==> config.mk <==
export PLATFORM = sky130hd
export DESIGN_NAME = beat_synced_rotor_target
export DESIGN_NICKNAME = d
export VERILOG_FILES = /design/src/hw/rtl/bsrt_pkg.sv /design/src/hw/rtl/bsrt_fifo.sv /design/src/hw/rtl/bsrt_front.sv /design/src/hw/rtl/bsrt_div.sv /design/src/hw/rtl/bsrt_back.sv /design/src/hw/rtl/beat_synced_rotor_target.sv
export SDC_FILE = /design/constraint.sdc
export NUM_CORES = 2
export LEC_CHECK = 0
export BUFFER_PORTS_ARGS = -buffer_cell sky130_fd_sc_hd__clkbuf_2
export CAP_MARGIN = 5
export CORE_UTILIZATION = 45
export CTS_CLUSTER_DIAMETER = 150
export DETAILED_ROUTE_END_ITERATION = 10
export HOLD_SLACK_MARGIN = 0.02
export PLACE_DENSITY = 0.7
export SETUP_SLACK_MARGIN = 0.1
export SYNTH_ARGS = -nofsm -noshare
export SYNTH_HDL_FRONTEND = slang
export SYNTH_SLANG_ARGS = --single-unit
==> constraint.sdc <==
create_clock -name i_clk -period 14.9 [get_ports i_clk]
set_input_delay 2.98 -clock i_clk [delete_from_list [all_inputs] [get_ports i_clk]]
set_output_delay 2.98 -clock i_clk [all_outputs]
set_load 0.005 [all_outputs]
==> src/hw/rtl/bsrt_pkg.sv <==
package bsrt_pkg;

    localparam int SUBDIV_W       = 4;
    localparam int TPC_W          = 7;
    localparam int BPM_W          = 17;
    localparam int TICK_W         = 32;
    localparam int SPEED_W        = 24;
    localparam int PHASE_W        = 32;
    localparam int RPM_W          = 12;
    localparam int FRAC_W         = 16;
    localparam int CC_W           = 7;
    localparam int CFG_IDX_W      = 2;

    // shared divider geometry
    localparam int DVD_W          = 58;
    localparam int DEN_W          = 24;
    localparam int CNT_W          = 5;
    localparam int SPD_DVD_W      = 26;
    localparam int SPD_ITERS      = SPD_DVD_W / 2;
    localparam int PH_ITERS       = DVD_W / 2;

    localparam logic [SUBDIV_W-1:0] SUBDIV_REST    = 4'd0;
    localparam logic [SUBDIV_W-1:0] SUBDIV_QUARTER = 4'd2;
    localparam logic [SUBDIV_W-1:0] SUBDIV_LAST    = 4'd12;

    localparam logic [4:0]  TICKS_PER_QUARTER = 5'd24;
    localparam logic [24:0] TICK_SCALE        = 25'd20000000;  // 256 * 78125
    localparam logic [16:0] PHASE_DEN_K       = 17'd78125;
    localparam logic [3:0]  CAP_DEN           = 4'd15;

    typedef enum logic [CFG_IDX_W-1:0] {
        CFG_MAX_RPM   = 2'd0,
        CFG_LEAD_US   = 2'd1,
        CFG_HORN_HOME = 2'd2,
        CFG_DRUM_HOME = 2'd3
    } t_cfg_idx;

    typedef struct packed {
        logic [RPM_W-1:0]  max_rpm;
        logic [FRAC_W-1:0] lead_us;
        logic [FRAC_W-1:0] horn_home;
        logic [FRAC_W-1:0] drum_home;
    } t_cfg;

    typedef struct packed {
        logic                req_type;
        logic                accepted;
        logic [SUBDIV_W-1:0] subdiv;
        logic [TPC_W-1:0]    horn_tpc;
        logic [TPC_W-1:0]    drum_tpc;
        logic [BPM_W-1:0]    bpm;
        logic [TICK_W-1:0]   ticks;
    } t_job;

    function automatic logic [TPC_W-1:0] horn_ticks(input logic [SUBDIV_W-1:0] s);
        logic [TPC_W-1:0] v;
        case (s)
            4'd0:    v = 7'd0;
            4'd1:    v = 7'd96;
            4'd2:    v = 7'd48;
            4'd3:    v = 7'd36;
            4'd4:    v = 7'd32;
            4'd5:    v = 7'd24;
            4'd6:    v = 7'd18;
            4'd7:    v = 7'd16;
            4'd8:    v = 7'd12;
            4'd9:    v = 7'd9;
            4'd10:   v = 7'd8;
            4'd11:   v = 7'd6;
            4'd12:   v = 7'd4;
            default: v = 7'd48;
        endcase
        return v;
    endfunction

    function automatic logic [TPC_W-1:0] drum_ticks(input logic [SUBDIV_W-1:0] s);
        logic [TPC_W-1:0] v;
        case (s)
            4'd0:                  v = 7'd0;
            4'd1:                  v = 7'd96;
            4'd2, 4'd3, 4'd4:      v = 7'd48;
            4'd5, 4'd6, 4'd7:      v = 7'd24;
            4'd8, 4'd9, 4'd10:     v = 7'd12;
            4'd11, 4'd12:          v = 7'd6;
            default:               v = 7'd48;
        endcase
        return v;
    endfunction

endpackage

==> src/hw/rtl/bsrt_fifo.sv <==
module bsrt_fifo #(
    parameter int DEPTH = 2
) (
    input  logic              i_clk,
    input  logic              i_rst_n,
    input  logic              i_push,
    input  bsrt_pkg::t_job    i_job,
    input  logic              i_pop,
    output logic              o_full,
    output logic              o_nempty,
    output bsrt_pkg::t_job    o_job
);
    import bsrt_pkg::*;

    localparam int PTR_W = (DEPTH > 1) ? $clog2(DEPTH) : 1;
    localparam int CNT_FW = $clog2(DEPTH + 1);

    t_job              r_mem [DEPTH];
    logic [PTR_W-1:0]  r_wr, r_rd;
    logic [CNT_FW-1:0] r_cnt;

    function automatic logic [PTR_W-1:0] bump(input logic [PTR_W-1:0] p);
        return (p == PTR_W'(DEPTH - 1)) ? '0 : p + 1'b1;
    endfunction

    assign o_full   = (r_cnt == CNT_FW'(DEPTH));
    assign o_nempty = (r_cnt != '0);
    assign o_job    = r_mem[r_rd];

    always_ff @(posedge i_clk) begin
        if (i_push) begin
            r_mem[r_wr] <= i_job;
        end
    end

    always_ff @(posedge i_clk) begin
        if (!i_rst_n) begin
            r_wr  <= '0;
            r_rd  <= '0;
            r_cnt <= '0;
        end else begin
            if (i_push) r_wr <= bump(r_wr);
            if (i_pop)  r_rd <= bump(r_rd);
            if (i_push && !i_pop)      r_cnt <= r_cnt + 1'b1;
            else if (i_pop && !i_push) r_cnt <= r_cnt - 1'b1;
        end
    end

endmodule

==> src/hw/rtl/bsrt_front.sv <==
module bsrt_front (
    input  logic                          i_clk,
    input  logic                          i_rst_n,
    input  logic                          i_valid,
    input  logic                          i_full,
    input  logic                          i_req_type,
    input  logic [bsrt_pkg::CC_W-1:0]     i_cc_value,
    input  logic [bsrt_pkg::BPM_W-1:0]    i_bpm,
    input  logic [bsrt_pkg::TICK_W-1:0]   i_tick_position,
    input  logic [bsrt_pkg::RPM_W-1:0]    i_max_rpm,
    output logic                          o_stall,
    output logic                          o_push,
    output bsrt_pkg::t_job                o_job
);
    import bsrt_pkg::*;

    logic [SUBDIV_W-1:0] r_subdiv, n_subdiv;
    logic [SUBDIV_W-1:0] idx;
    logic [TPC_W-1:0]    h_t, d_t, fast;
    logic [21:0]         lhs;
    logic [26:0]         rhs;
    logic                ok, take;

    assign o_stall = i_full;
    assign o_push  = i_valid && !i_full;

    always_comb begin
        idx  = (i_cc_value > CC_W'(SUBDIV_LAST + 1'b1)) ? SUBDIV_LAST
                                                         : SUBDIV_W'(i_cc_value - 1'b1);
        h_t  = horn_ticks(idx);
        d_t  = drum_ticks(idx);
        fast = (h_t < d_t) ? h_t : d_t;
        lhs  = 22'(i_bpm) * 22'(TICKS_PER_QUARTER);
        rhs  = {19'(i_max_rpm) * 19'(fast), 8'd0};
        ok   = (idx == SUBDIV_REST) || (27'(lhs) <= rhs);
        take = !i_req_type && (i_cc_value != '0) && ok;
        n_subdiv = take ? idx : r_subdiv;

        o_job.req_type = i_req_type;
        o_job.accepted = take;
        o_job.subdiv   = n_subdiv;
        o_job.horn_tpc = horn_ticks(r_subdiv);
        o_job.drum_tpc = drum_ticks(r_subdiv);
        o_job.bpm      = i_bpm;
        o_job.ticks    = i_tick_position;
    end

    always_ff @(posedge i_clk) begin
        if (!i_rst_n) begin
            r_subdiv <= SUBDIV_QUARTER;
        end else if (o_push) begin
            r_subdiv <= n_subdiv;
        end
    end

endmodule

==> src/hw/rtl/bsrt_div.sv <==
module bsrt_div (
    input  logic                        i_clk,
    input  logic                        i_rst_n,
    input  logic                        i_start,
    input  logic [bsrt_pkg::DVD_W-1:0]  i_dividend,
    input  logic [bsrt_pkg::DEN_W-1:0]  i_divisor,
    input  logic [bsrt_pkg::CNT_W-1:0]  i_iters,
    output logic                        o_done,
    output logic [bsrt_pkg::DVD_W-1:0]  o_quot,
    output logic                        o_rem_nz
);
    import bsrt_pkg::*;

    logic [DVD_W-1:0] r_dvd, r_quot;
    logic [DEN_W-1:0] r_rem, r_den;
    logic [CNT_W-1:0] r_cnt;
    logic             r_busy, r_done;

    logic [DEN_W:0]   t1, t2;
    logic [DEN_W-1:0] rem1, rem2;
    logic             ge1, ge2;

    // two restoring steps per cycle
    always_comb begin
        t1   = {r_rem, r_dvd[DVD_W-1]};
        ge1  = (t1 >= {1'b0, r_den});
        rem1 = ge1 ? DEN_W'(t1 - {1'b0, r_den}) : DEN_W'(t1);
        t2   = {rem1, r_dvd[DVD_W-2]};
        ge2  = (t2 >= {1'b0, r_den});
        rem2 = ge2 ? DEN_W'(t2 - {1'b0, r_den}) : DEN_W'(t2);
    end

    assign o_done   = r_done;
    assign o_quot   = r_quot;
    assign o_rem_nz = (r_rem != '0);

    always_ff @(posedge i_clk) begin
        if (i_start) begin
            r_dvd  <= i_dividend;
            r_den  <= i_divisor;
            r_rem  <= '0;
            r_quot <= '0;
        end else if (r_busy) begin
            r_dvd  <= {r_dvd[DVD_W-3:0], 2'b00};
            r_rem  <= rem2;
            r_quot <= {r_quot[DVD_W-3:0], ge1, ge2};
        end
    end

    always_ff @(posedge i_clk) begin
        if (!i_rst_n) begin
            r_busy <= 1'b0;
            r_done <= 1'b0;
            r_cnt  <= '0;
        end else begin
            r_done <= 1'b0;
            if (i_start) begin
                r_busy <= 1'b1;
                r_cnt  <= i_iters;
            end else if (r_busy) begin
                r_cnt <= r_cnt - 1'b1;
                if (r_cnt == CNT_W'(1)) begin
                    r_busy <= 1'b0;
                    r_done <= 1'b1;
                end
            end
        end
    end

endmodule

==> src/hw/rtl/bsrt_back.sv <==
module bsrt_back (
    input  logic                           i_clk,
    input  logic                           i_rst_n,
    input  logic                           i_nempty,
    input  bsrt_pkg::t_job                 i_job,
    input  bsrt_pkg::t_cfg                 i_cfg,
    input  logic                           i_stall,
    output logic                           o_pop,
    output logic                           o_valid,
    output logic                           o_accepted,
    output logic [bsrt_pkg::SUBDIV_W-1:0]  o_subdivision,
    output logic [bsrt_pkg::SPEED_W-1:0]   o_horn_speed,
    output logic [bsrt_pkg::PHASE_W-1:0]   o_horn_phase,
    output logic [bsrt_pkg::SPEED_W-1:0]   o_drum_speed,
    output logic [bsrt_pkg::PHASE_W-1:0]   o_drum_phase
);
    import bsrt_pkg::*;

    typedef enum logic [5:0] {
        S_IDLE  = 6'b000001,
        S_SETUP = 6'b000010,
        S_SUB   = 6'b000100,
        S_SPD   = 6'b001000,
        S_PH    = 6'b010000,
        S_DONE  = 6'b100000
    } t_state;

    t_state              r_state, n_state;
    t_job                r_job;
    logic [56:0]         r_prod_t;
    logic [32:0]         r_prod_l;
    logic [DVD_W-1:0]    r_mag;
    logic                r_neg;
    logic                r_cap   [2];
    logic [SPEED_W-1:0]  r_speed [2];
    logic [PHASE_W-1:0]  r_phase [2];
    logic                r_out_valid;

    logic [TPC_W-1:0]    tpc     [2];
    logic [FRAC_W-1:0]   home    [2];
    logic [DVD_W-1:0]    dvd     [2];
    logic [DEN_W-1:0]    den     [2];
    logic [DVD_W-1:0]    quot    [2];
    logic                rem_nz  [2];
    logic                done    [2];
    logic [PHASE_W-1:0]  qlow    [2];
    logic [DVD_W:0]      diff;
    logic [CNT_W-1:0]    iters;
    logic                div_start, out_free, out_take;

    assign tpc[0]  = r_job.horn_tpc;
    assign tpc[1]  = r_job.drum_tpc;
    assign home[0] = i_cfg.horn_home;
    assign home[1] = i_cfg.drum_home;

    assign out_take  = r_out_valid && !i_stall;
    assign out_free  = !r_out_valid || out_take;
    assign o_pop     = (r_state == S_IDLE) && i_nempty;
    assign div_start = (r_state == S_SUB) || ((r_state == S_SPD) && done[0]);
    assign iters     = (r_state == S_SUB) ? CNT_W'(SPD_ITERS) : CNT_W'(PH_ITERS);
    assign diff      = {2'b00, r_prod_t} - {23'd0, r_prod_l, 3'b000};

    always_comb begin
        for (int l = 0; l < 2; l++) begin
            if (r_state == S_SUB) begin
                dvd[l] = r_cap[l] ? {12'(i_cfg.max_rpm), 14'd0, 32'd0}
                                  : {r_job.bpm, 9'd0, 32'd0};
                den[l] = r_cap[l] ? DEN_W'(CAP_DEN) : DEN_W'(10'(tpc[l]) * 10'd5);
            end else begin
                dvd[l] = r_mag;
                den[l] = DEN_W'(tpc[l]) * DEN_W'(PHASE_DEN_K);
            end
            // floor toward minus infinity for a negative numerator
            if (!r_neg)         qlow[l] = quot[l][PHASE_W-1:0];
            else if (rem_nz[l]) qlow[l] = ~quot[l][PHASE_W-1:0];
            else                qlow[l] = -quot[l][PHASE_W-1:0];
        end
    end

    for (genvar g = 0; g < 2; g++) begin : g_lane
        bsrt_div u_div (
            .i_clk      (i_clk),
            .i_rst_n    (i_rst_n),
            .i_start    (div_start),
            .i_dividend (dvd[g]),
            .i_divisor  (den[g]),
            .i_iters    (iters),
            .o_done     (done[g]),
            .o_quot     (quot[g]),
            .o_rem_nz   (rem_nz[g])
        );
    end

    always_comb begin
        n_state = r_state;
        case (r_state)
            S_IDLE:  if (i_nempty) n_state = i_job.req_type ? S_SETUP : S_DONE;
            S_SETUP: n_state = S_SUB;
            S_SUB:   n_state = S_SPD;
            S_SPD:   if (done[0]) n_state = S_PH;
            S_PH:    if (done[0]) n_state = S_DONE;
            S_DONE:  if (out_free) n_state = S_IDLE;
            default: n_state = S_IDLE;
        endcase
    end

    always_ff @(posedge i_clk) begin
        if (o_pop) r_job <= i_job;
        if (r_state == S_SETUP) begin
            r_prod_t <= 57'(r_job.ticks) * 57'(TICK_SCALE);
            r_prod_l <= 33'(i_cfg.lead_us) * 33'(r_job.bpm);
            for (int l = 0; l < 2; l++) begin
                r_cap[l] <= (24'(r_job.bpm) * 24'd3) >
                            {19'(tpc[l]) * 19'(i_cfg.max_rpm), 5'd0};
            end
        end
        if (r_state == S_SUB) begin
            r_neg <= diff[DVD_W];
            r_mag <= diff[DVD_W] ? DVD_W'(-diff) : diff[DVD_W-1:0];
        end
        for (int l = 0; l < 2; l++) begin
            if ((r_state == S_SPD) && done[0]) r_speed[l] <= quot[l][SPEED_W-1:0];
            if ((r_state == S_PH) && done[0])  r_phase[l] <= qlow[l] + PHASE_W'(home[l]);
        end
        if ((r_state == S_DONE) && out_free) begin
            o_accepted    <= r_job.accepted && !r_job.req_type;
            o_subdivision <= r_job.subdiv;
            o_horn_speed  <= (r_job.req_type && tpc[0] != '0) ? r_speed[0] : '0;
            o_horn_phase  <= (r_job.req_type && tpc[0] != '0) ? r_phase[0] : '0;
            o_drum_speed  <= (r_job.req_type && tpc[1] != '0) ? r_speed[1] : '0;
            o_drum_phase  <= (r_job.req_type && tpc[1] != '0) ? r_phase[1] : '0;
        end
    end

    assign o_valid = r_out_valid;

    always_ff @(posedge i_clk) begin
        if (!i_rst_n) begin
            r_state     <= S_IDLE;
            r_out_valid <= 1'b0;
        end else begin
            r_state <= n_state;
            if ((r_state == S_DONE) && out_free) r_out_valid <= 1'b1;
            else if (out_take)                   r_out_valid <= 1'b0;
        end
    end

endmodule

==> src/hw/rtl/beat_synced_rotor_target.sv <==
// Channel | Direction | Handshake             | Payload
// input   | in        | i_valid / o_stall     | req_type, cc_value, bpm, tick_position
// result  | out       | o_valid / i_stall     | accepted, subdivision, speeds, phases
// config  | in        | i_cfg_valid / o_cfg_ready | i_cfg_index, i_cfg_data
//
// A query goes from the queue to the result register through setup and subtract,
// then two radix-4 divider lanes run 13 steps for speed and 29 for phase.
// A select item skips the dividers; the subdivision is updated at accept.
// Synchronous active-low reset returns the subdivision to Quarter and loads the
// register defaults. Items queue while the back end works; input stalls when full.
module beat_synced_rotor_target #(
    parameter int FIFO_DEPTH = 2
) (
    input  logic                                i_clk,
    input  logic                                i_rst_n,
    input  logic                                i_valid,
    output logic                                o_stall,
    input  logic                                i_req_type,
    input  logic [bsrt_pkg::CC_W-1:0]           i_cc_value,
    input  logic [bsrt_pkg::BPM_W-1:0]          i_bpm,
    input  logic [bsrt_pkg::TICK_W-1:0]         i_tick_position,
    output logic                                o_valid,
    input  logic                                i_stall,
    output logic                                o_accepted,
    output logic [bsrt_pkg::SUBDIV_W-1:0]       o_subdivision,
    output logic [bsrt_pkg::SPEED_W-1:0]        o_horn_speed,
    output logic [bsrt_pkg::PHASE_W-1:0]        o_horn_phase,
    output logic [bsrt_pkg::SPEED_W-1:0]        o_drum_speed,
    output logic [bsrt_pkg::PHASE_W-1:0]        o_drum_phase,
    input  logic                                i_cfg_valid,
    output logic                                o_cfg_ready,
    input  logic [bsrt_pkg::CFG_IDX_W-1:0]      i_cfg_index,
    input  logic [bsrt_pkg::FRAC_W-1:0]         i_cfg_data
);
    import bsrt_pkg::*;

    t_cfg r_cfg;
    t_job fe_job, q_job;
    logic push, pop, full, nempty;

    assign o_cfg_ready = 1'b1;

    always_ff @(posedge i_clk) begin
        if (!i_rst_n) begin
            r_cfg.max_rpm   <= RPM_W'(1200);
            r_cfg.lead_us   <= '0;
            r_cfg.horn_home <= '0;
            r_cfg.drum_home <= '0;
        end else if (i_cfg_valid && o_cfg_ready) begin
            case (t_cfg_idx'(i_cfg_index))
                CFG_MAX_RPM:   r_cfg.max_rpm   <= i_cfg_data[RPM_W-1:0];
                CFG_LEAD_US:   r_cfg.lead_us   <= i_cfg_data;
                CFG_HORN_HOME: r_cfg.horn_home <= i_cfg_data;
                CFG_DRUM_HOME: r_cfg.drum_home <= i_cfg_data;
                default: ;
            endcase
        end
    end

    bsrt_front u_front (
        .i_clk           (i_clk),
        .i_rst_n         (i_rst_n),
        .i_valid         (i_valid),
        .i_full          (full),
        .i_req_type      (i_req_type),
        .i_cc_value      (i_cc_value),
        .i_bpm           (i_bpm),
        .i_tick_position (i_tick_position),
        .i_max_rpm       (r_cfg.max_rpm),
        .o_stall         (o_stall),
        .o_push          (push),
        .o_job           (fe_job)
    );

    bsrt_fifo #(.DEPTH(FIFO_DEPTH)) u_fifo (
        .i_clk    (i_clk),
        .i_rst_n  (i_rst_n),
        .i_push   (push),
        .i_job    (fe_job),
        .i_pop    (pop),
        .o_full   (full),
        .o_nempty (nempty),
        .o_job    (q_job)
    );

    bsrt_back u_back (
        .i_clk         (i_clk),
        .i_rst_n       (i_rst_n),
        .i_nempty      (nempty),
        .i_job         (q_job),
        .i_cfg         (r_cfg),
        .i_stall       (i_stall),
        .o_pop         (pop),
        .o_valid       (o_valid),
        .o_accepted    (o_accepted),
        .o_subdivision (o_subdivision),
        .o_horn_speed  (o_horn_speed),
        .o_horn_phase  (o_horn_phase),
        .o_drum_speed  (o_drum_speed),
        .o_drum_phase  (o_drum_phase)
    );

endmodule
== Word-level counts from Yosys, hierarchy flattened ==
Memories as Yosys holds them, arrays and structs flattened. A register that Yosys moved wholly into a read port is not among the register bits.
Cells that the tools add are included.
W data, S select, Z words.

* Output and inout bits: 120
* Memories kept: 8
* ROM bits: 416
* Bits in registers: 579
* Input bits: 80
* RAM bits: 252

* $mul: 11
* Magnitude comparators: 9
* Add/sub/neg operators: 17
* Equality and inequality tests: 16
* Multiplexer cells: 62
* Reduce and logical (&&, ||, !) cells: 45
* Bitwise gates (word level): 4

{| class="wikitable"
|+ Memory list
! memory !! words !! width !! read ports !! clocked after memory_dff !! wr ports !! line !! source
|-
| u_fifo.r_mem || 2 || 69 || 1 || 1 || 1 || bsrt_fifo.sv:18 || <nowiki>t_job r_mem [DEPTH];</nowiki>
|-
| (no name shown) || 16 || 7 || 1 || 0 || 0 || bsrt_pkg.sv:57 || <nowiki>case (s)</nowiki>
|-
| (no name shown) || 16 || 7 || 1 || 1 || 0 || bsrt_pkg.sv:57 ||
|-
| (no name shown) || 16 || 6 || 1 || 0 || 0 || bsrt_pkg.sv:78 || <nowiki>case (s)</nowiki>
|-
| (no name shown) || 16 || 6 || 1 || 1 || 0 || bsrt_pkg.sv:78 ||
|-
| u_back.r_phase || 2 || 32 || 2 || 2 || 2 || bsrt_back.sv:36 || <nowiki>logic [PHASE_W-1:0] r_phase [2];</nowiki>
|-
| 2 more memories || n/a || n/a || n/a || n/a || n/a || n/a ||
|}

{| class="wikitable"
|+ Operator list
! operator !! count
|-
| $mux W58 || 9
|-
| $mux W24 || 6
|-
| $mux W32 || 4
|-
| $ge A25 B24 Y1 || 4
|-
| $sub A24 B24 Y24 || 4
|-
| $add A32 B16 Y32 || 2
|-
| $neg A32 Y32 || 2
|-
| $not A32 Y32 || 2
|-
| $neg A58 Y58 || 1
|-
| $sub A57 B36 Y58 || 1
|-
| $mul A32 B17 Y49 const B || 1
|-
| $gt A19 B24 Y1 || 2
|-
| $mul A7 B17 Y24 const B || 2
|-
| $reduce_bool A24 Y1 || 2
|-
| $mul A17 B2 Y19 const B || 2
|-
| $mul A7 B12 Y19 || 2
|-
| $pmux W6 S6 || 1
|-
| $mul A16 B17 Y33 || 1
|-
| $mux W6 || 5
|-
| $le A22 B27 Y1 || 1
|-
| $mux W5 || 5
|-
| $mux W4 || 6
|-
| $mux W1 || 21
|-
| $reduce_bool A7 Y1 || 3
|-
| other kinds (33) || 75
|}

== Logic depth before layout (Yosys ltp) ==
An unclocked memory read counts as a cell.

* Word-level depth: 12
* Mapped depth: 47

== Hierarchy ==
Synthesis repeated with hierarchy kept, for this count alone.

* Cells, all modules: 7,953
* Area, all modules: 81,769.7 um^2

{| class="wikitable"
|+ Modules (own cells, without submodules)
! module !! area an instance (um^2) !! seq. area each (um^2) !! instances !! cells each
|-
| bsrt_back || 50,196.9 || 13,292.7 || 1 || 5,019
|-
| bsrt_div || 9,321.4 || 4,244.1 || 2 || 900
|-
| bsrt_front || 5,434.0 || 300.3 || 1 || 677
|-
| bsrt_fifo || 5,240.0 || 4,244.1 || 1 || 237
|-
| beat_synced_rotor_target || 2,255.9 || 1,201.2 || 1 || 220
|}

== Worst setup path after synthesis ==
Ideal clock, no wire load.

* Path type: input-to-reg
* Start point: in i_cc_value[6] in the netlist's numbering
* End point: reg u_front.o_job[56] (netlist name)
* Stages: 40
* Data arrival time: 11,904 ps
* Data required time: 14,840 ps
* Setup slack: 2,937 ps
* Library setup time: 60 ps
* Cells stage by stage: nor3_1 o21ai_0 nor2_1 inv_1 ha_1 o21ai_0 o21ai_0 ha_1 a21o_1 a21oi_1 nor2_1 nor2_1 o21ai_0 a32oi_1 clkbuf_1 nor2b_1 fa_1 inv_1 (+4 left out) ha_1 a2111o_1 nor2_1 a22oi_1 a21o_1 a21oi_1 xor2_1 ha_1 a21o_1 a221oi_1 o21ai_0 o2111a_1 o2111a_1 a21oi_2 mux2i_1 inv_1 nor2_1 and3_1

* Longest elaborated chain between the ends: 12
* Elaborated cells on any way between the ends: 16

{| class="wikitable"
|+ Ends and longest elaborated chain
! item !! line !! source
|-
| start: declaration || beat_synced_rotor_target.sv:19 || <nowiki>input logic [bsrt_pkg::CC_W-1:0] i_cc_value,</nowiki>
|-
| $gt A7 B4 Y1 || bsrt_front.sv:28 || <nowiki>idx = (i_cc_value > CC_W'(SUBDIV_LAST + 1'b1)) ? SUBDIV_LAST</nowiki>
|-
| $mux W4 || bsrt_front.sv:28 ||
|-
| $mem_v2 Z16 W7 / $mem_v2 Z16 W6 (equally long branches) || n/a ||
|-
| $lt A7 B7 Y1 || bsrt_front.sv:32 || <nowiki>fast = (h_t < d_t) ? h_t : d_t;</nowiki>
|-
| $mux W7 || bsrt_front.sv:32 ||
|-
| $mul A12 B7 Y19 || bsrt_front.sv:34 || <nowiki>rhs = {19'(i_max_rpm) * 19'(fast), 8'd0};</nowiki>
|-
| $le A22 B27 Y1 || bsrt_front.sv:35 || <nowiki>ok = (idx == SUBDIV_REST) || (27'(lhs) <= rhs);</nowiki>
|-
| $logic_or A1 B1 Y1 || bsrt_front.sv:35 ||
|-
| $logic_and A1 B1 Y1 || bsrt_front.sv:36 || <nowiki>take = !i_req_type && (i_cc_value != '0) && ok;</nowiki>
|-
| $mux W4 * || bsrt_front.sv:37 || <nowiki>n_subdiv = take ? idx : r_subdiv;</nowiki>
|-
| $mux W4 (no line) * (2 in series) || n/a ||
|}

Mark *: on every way between the ends. The rest lies on a longest branch, timed or not.
A chain may end at the register's enable or synchronous reset.

== Final worst setup path ==
* Start point: in i_cc_value[6] in the netlist's numbering
* End point: reg u_front.o_job[56] (netlist name)

* Longest elaborated chain between the ends: 12
* Elaborated cells on any way between the ends: 16

{| class="wikitable"
|+ Ends and longest elaborated chain
! item !! line
|-
| $gt A7 B4 Y1 || bsrt_front.sv:28
|-
| $mux W4 || bsrt_front.sv:28
|-
| $mem_v2 Z16 W7 / $mem_v2 Z16 W6 (equally long branches) || n/a
|-
| $lt A7 B7 Y1 || bsrt_front.sv:32
|-
| $mux W7 || bsrt_front.sv:32
|-
| $mul A12 B7 Y19 || bsrt_front.sv:34
|-
| $le A22 B27 Y1 || bsrt_front.sv:35
|-
| $logic_or A1 B1 Y1 || bsrt_front.sv:35
|-
| $logic_and A1 B1 Y1 || bsrt_front.sv:36
|-
| $mux W4 * || bsrt_front.sv:37
|-
| $mux W4 (no line) * (2 in series) || n/a
|}

Marks and branches as above.

==> run summary <==
status = complete, no violations
Post-synth top flop = edfxtp_1
crit path kind = in2reg
final slew viol count = 0
Setup Total Neg Slack = 0 ns
Post-Syn Instances = 7541
DRT Wirelength = 181000 µm
Syn Nets = 9024
detailed placer's ending HPWL = 138000 µm
initial antenna violation count = 2
DR vias/cell = 5.47
antenna cells = 0
deepest clock path buffer count = 3
commonest cells after routing, fill and taps aside = inv_1 (969), ha_1 (857), edfxtp_1 (725)
final net count = 9113
Placer Congestion = 0.915
Setup Buffers After CTS = 0
CTS HTree Levels = 3
worst-path fanout max = 12
CTS tree = built
Slew @ Worst Pin = 1.32 ns
drt drc = 0
R2R depth = 27
max cap viols = 0
crit path capture = u_front.o_job[56]$_SDFF_PP0_
RSZ-0062 raised after global routing = no
Worst slew margin = 0.116
clk root buf = clkbuf_16
worst min path class = reg2reg
most common cell after layout, fill and taps aside = inv_1
Post-synth ARST share = 0
WL per Instance = 18.2 µm
height of the die = 415 µm
Critical Path RT = 15.58 ns
vias in the first global route = 55300
r2r startpoint = r_cfg[50]$_SDFFE_PN0P_
CP Launch Type = input pin
FP Rows = 151
first-pass GRT wire length = 293000 µm
Reg2Reg Setup Slack = 6.77 ns
grt total ovfl = 0
WHS Path Cells = 0
Tmin final = 12.65 ns
Setup Skew = 0.0429 ns
Core ar. = 169000 µm²
Arr. time, crit path = 13.32 ns
Area Growth Syn to Fin = 9.02%
largest net degree at the start of global routing = 92
layout cells sized above 1 = 0.0772
Worst-Skew Late Latency = 0.74 ns
CP peak stage delay = 0.60 ns
Resize count post-CTS = 0
Clock Sinks = 937
Inserted Clock Buffers = 104
Iter 0 DRT Violations = 3107
Fin. Hold Viols = 0
fin crit share = 0.849
crit end category = flop
IO Port Bufs = 198
RR Endpoint = u_front.o_job[56]$_SDFF_PP0_
post-route ant nets = 0
Worst path slowest cell = mux2i_1
hold_buf cts = 0
Syn Area/Cell = 10.2 µm²
synth unique cells = 101
Yosys reg bits = 937
Starting Density = 0.453
Crit. Startpoint = i_cc_value[6]
max frequency = 79.1 MHz
Final Setup Violations = 0
io pins = 200
die width = 415 µm
1st-pass router iterations = 6
Worst-path clk slew = 0.06 ns
via count = 54400
EDFF count, synth = 725
cell area after synthesis = 76800 µm²
DIE AREA = 172000 µm²
YS warnings = 0
GRT Overall Usage = 0.210
Seq/Total Area, Yosys = 0.339
[cells by family (layout without fill, tap and decap cells)]
family | count (synthesis) | in the layout | share of synthesized area
buffers and inverters | 1250 | 1428 | 0.0615
xor gates and xnor gates | 436 | 436 | 0.0497
and+or+nand+nor | 1996 | 1996 | 0.129
AOI/OAI and AO/OA | 1325 | 1325 | 0.113
muxes | 192 | 192 | 0.0263
other | 2 | 2 | 0.0000977
DFF | 937 | 937 | 0.339
adders and majority gates | 1403 | 1403 | 0.282
[cells in the mapped netlist, drive strengths merged, types with 17 or more instances]
library cell | count | share of area
nor4 | 41 | 0.0036
a22o | 74 | 0.0084
buf | 30 | 0.0019
nor2 | 368 | 0.018
o211ai | 22 | 0.0023
o21ai | 269 | 0.018
ha | 857 | 0.14
o41ai | 17 | 0.0020
and2 | 351 | 0.029
a211oi | 62 | 0.0061
mux2i | 112 | 0.015
mux2 | 80 | 0.012
a21oi | 333 | 0.022
xor2 | 133 | 0.015
nor3 | 96 | 0.0064
nand3 | 78 | 0.0051
or3 | 43 | 0.0035
nand4 | 35 | 0.0028
a21o | 113 | 0.011
nor2b | 87 | 0.0071
xnor2 | 303 | 0.035
and3 | 42 | 0.0034
edfxtp | 725 | 0.28
o31ai | 59 | 0.0058
or2 | 29 | 0.0024
fa | 546 | 0.14
a31oi | 57 | 0.0047
nand2 | 684 | 0.033
nand3b | 22 | 0.0021
a21boi | 83 | 0.0081
inv | 973 | 0.048
o21bai | 41 | 0.0040
nand2b | 58 | 0.0047
clkbuf | 246 | 0.012
o21a | 62 | 0.0061
dfxtp | 212 | 0.055
[routing by layer]
layer,vias up,part of all wire,GRT usage
li1,26000,-,-
met1,26800,0.44,0.274
met2,1275,0.48,0.358
met3,302,0.047,0.0266
met4,4,0.036,0.0738
met5,-,0.00015,0
[layout make-up]
class | instances | area (µm²)
Sequential cell | 937 | 26000
Fill cell | 15300 | 85700
Clock buffer | 132 | 2830
Inverter | 974 | 3660
Clock inverter | 63 | 831
Multi-Input combinational cell | 5354 | 46200
Tap cell | 2218 | 2780
Timing Repair Buffer | 259 | 1450
[metrics by stage]
step / instances / worst slack (ns) / cell area, µm² / hold slack (ns) / util
5_1_grt: 9937 / 1.41 / 83800 / 0.425 / 0.494
3_3_place_gp: 9742 / 1.90 / 80100 / 0.405 / 0.473
6_report: 9937 / 2.25 / 83800 / 0.420 / 0.494
2_1_floorplan: 7541 / 2.94 / 76800 / 0.400 / -
4_1_cts: 9937 / 2.41 / 83800 / 0.421 / 0.494
3_5_place_dp: 9742 / 1.65 / 80100 / 0.407 / 0.473
[worst min-delay path by stage]
stage,start,to
2_1_floorplan,u_back.r_job[63]$_DFFE_PP_,u_back.o_subdivision[0]$_DFFE_PP_
3_3_place_gp,u_back.r_job[66]$_DFFE_PP_,u_back.o_subdivision[3]$_DFFE_PP_
3_5_place_dp,u_back.r_job[64]$_DFFE_PP_,u_back.o_subdivision[1]$_DFFE_PP_
4_1_cts,u_back.r_job[64]$_DFFE_PP_,u_back.o_subdivision[1]$_DFFE_PP_
5_1_grt,u_back.r_job[66]$_DFFE_PP_,u_back.o_subdivision[3]$_DFFE_PP_
6_report,u_back.r_job[64]$_DFFE_PP_,u_back.o_subdivision[1]$_DFFE_PP_
[critical path, delay by kind of cell]
family	cells	cell delay (ns)
compound gates	17	3.48
mux	1	0.60
xor+xnor	1	0.20
simple gates	9	1.89
fa+ha+maj	8	3.25
buf+inv	8	0.93
[sequential cells by signal, summed over array words and instances (netlist names), 4 cells and up, named ones only]
register and cells:
u_fifo.r_mem 132, u_back.g_lane.u_div.r_dvd 110, u_back.r_job 66, u_back.g_lane.u_div.o_quot 64, u_back.r_phase 64, r_cfg 60, u_back.r_mag 55, u_back.r_prod_t 49
u_back.g_lane.u_div.r_den 48, u_back.g_lane.u_div.r_rem 48, u_back.r_speed 48, u_back.r_prod_l 33, u_back.o_drum_phase 32, u_back.o_horn_phase 32, u_back.o_drum_speed 24, u_back.o_horn_speed 24
u_front.o_job 11, u_back.g_lane.u_div.r_cnt 10, u_back.r_state 6, u_back.o_subdivision 4, u_front.r_subdiv 4
Power is not shown: default switching activity piles up to over one toggle a cycle in this logic, so the estimate is an artifact.
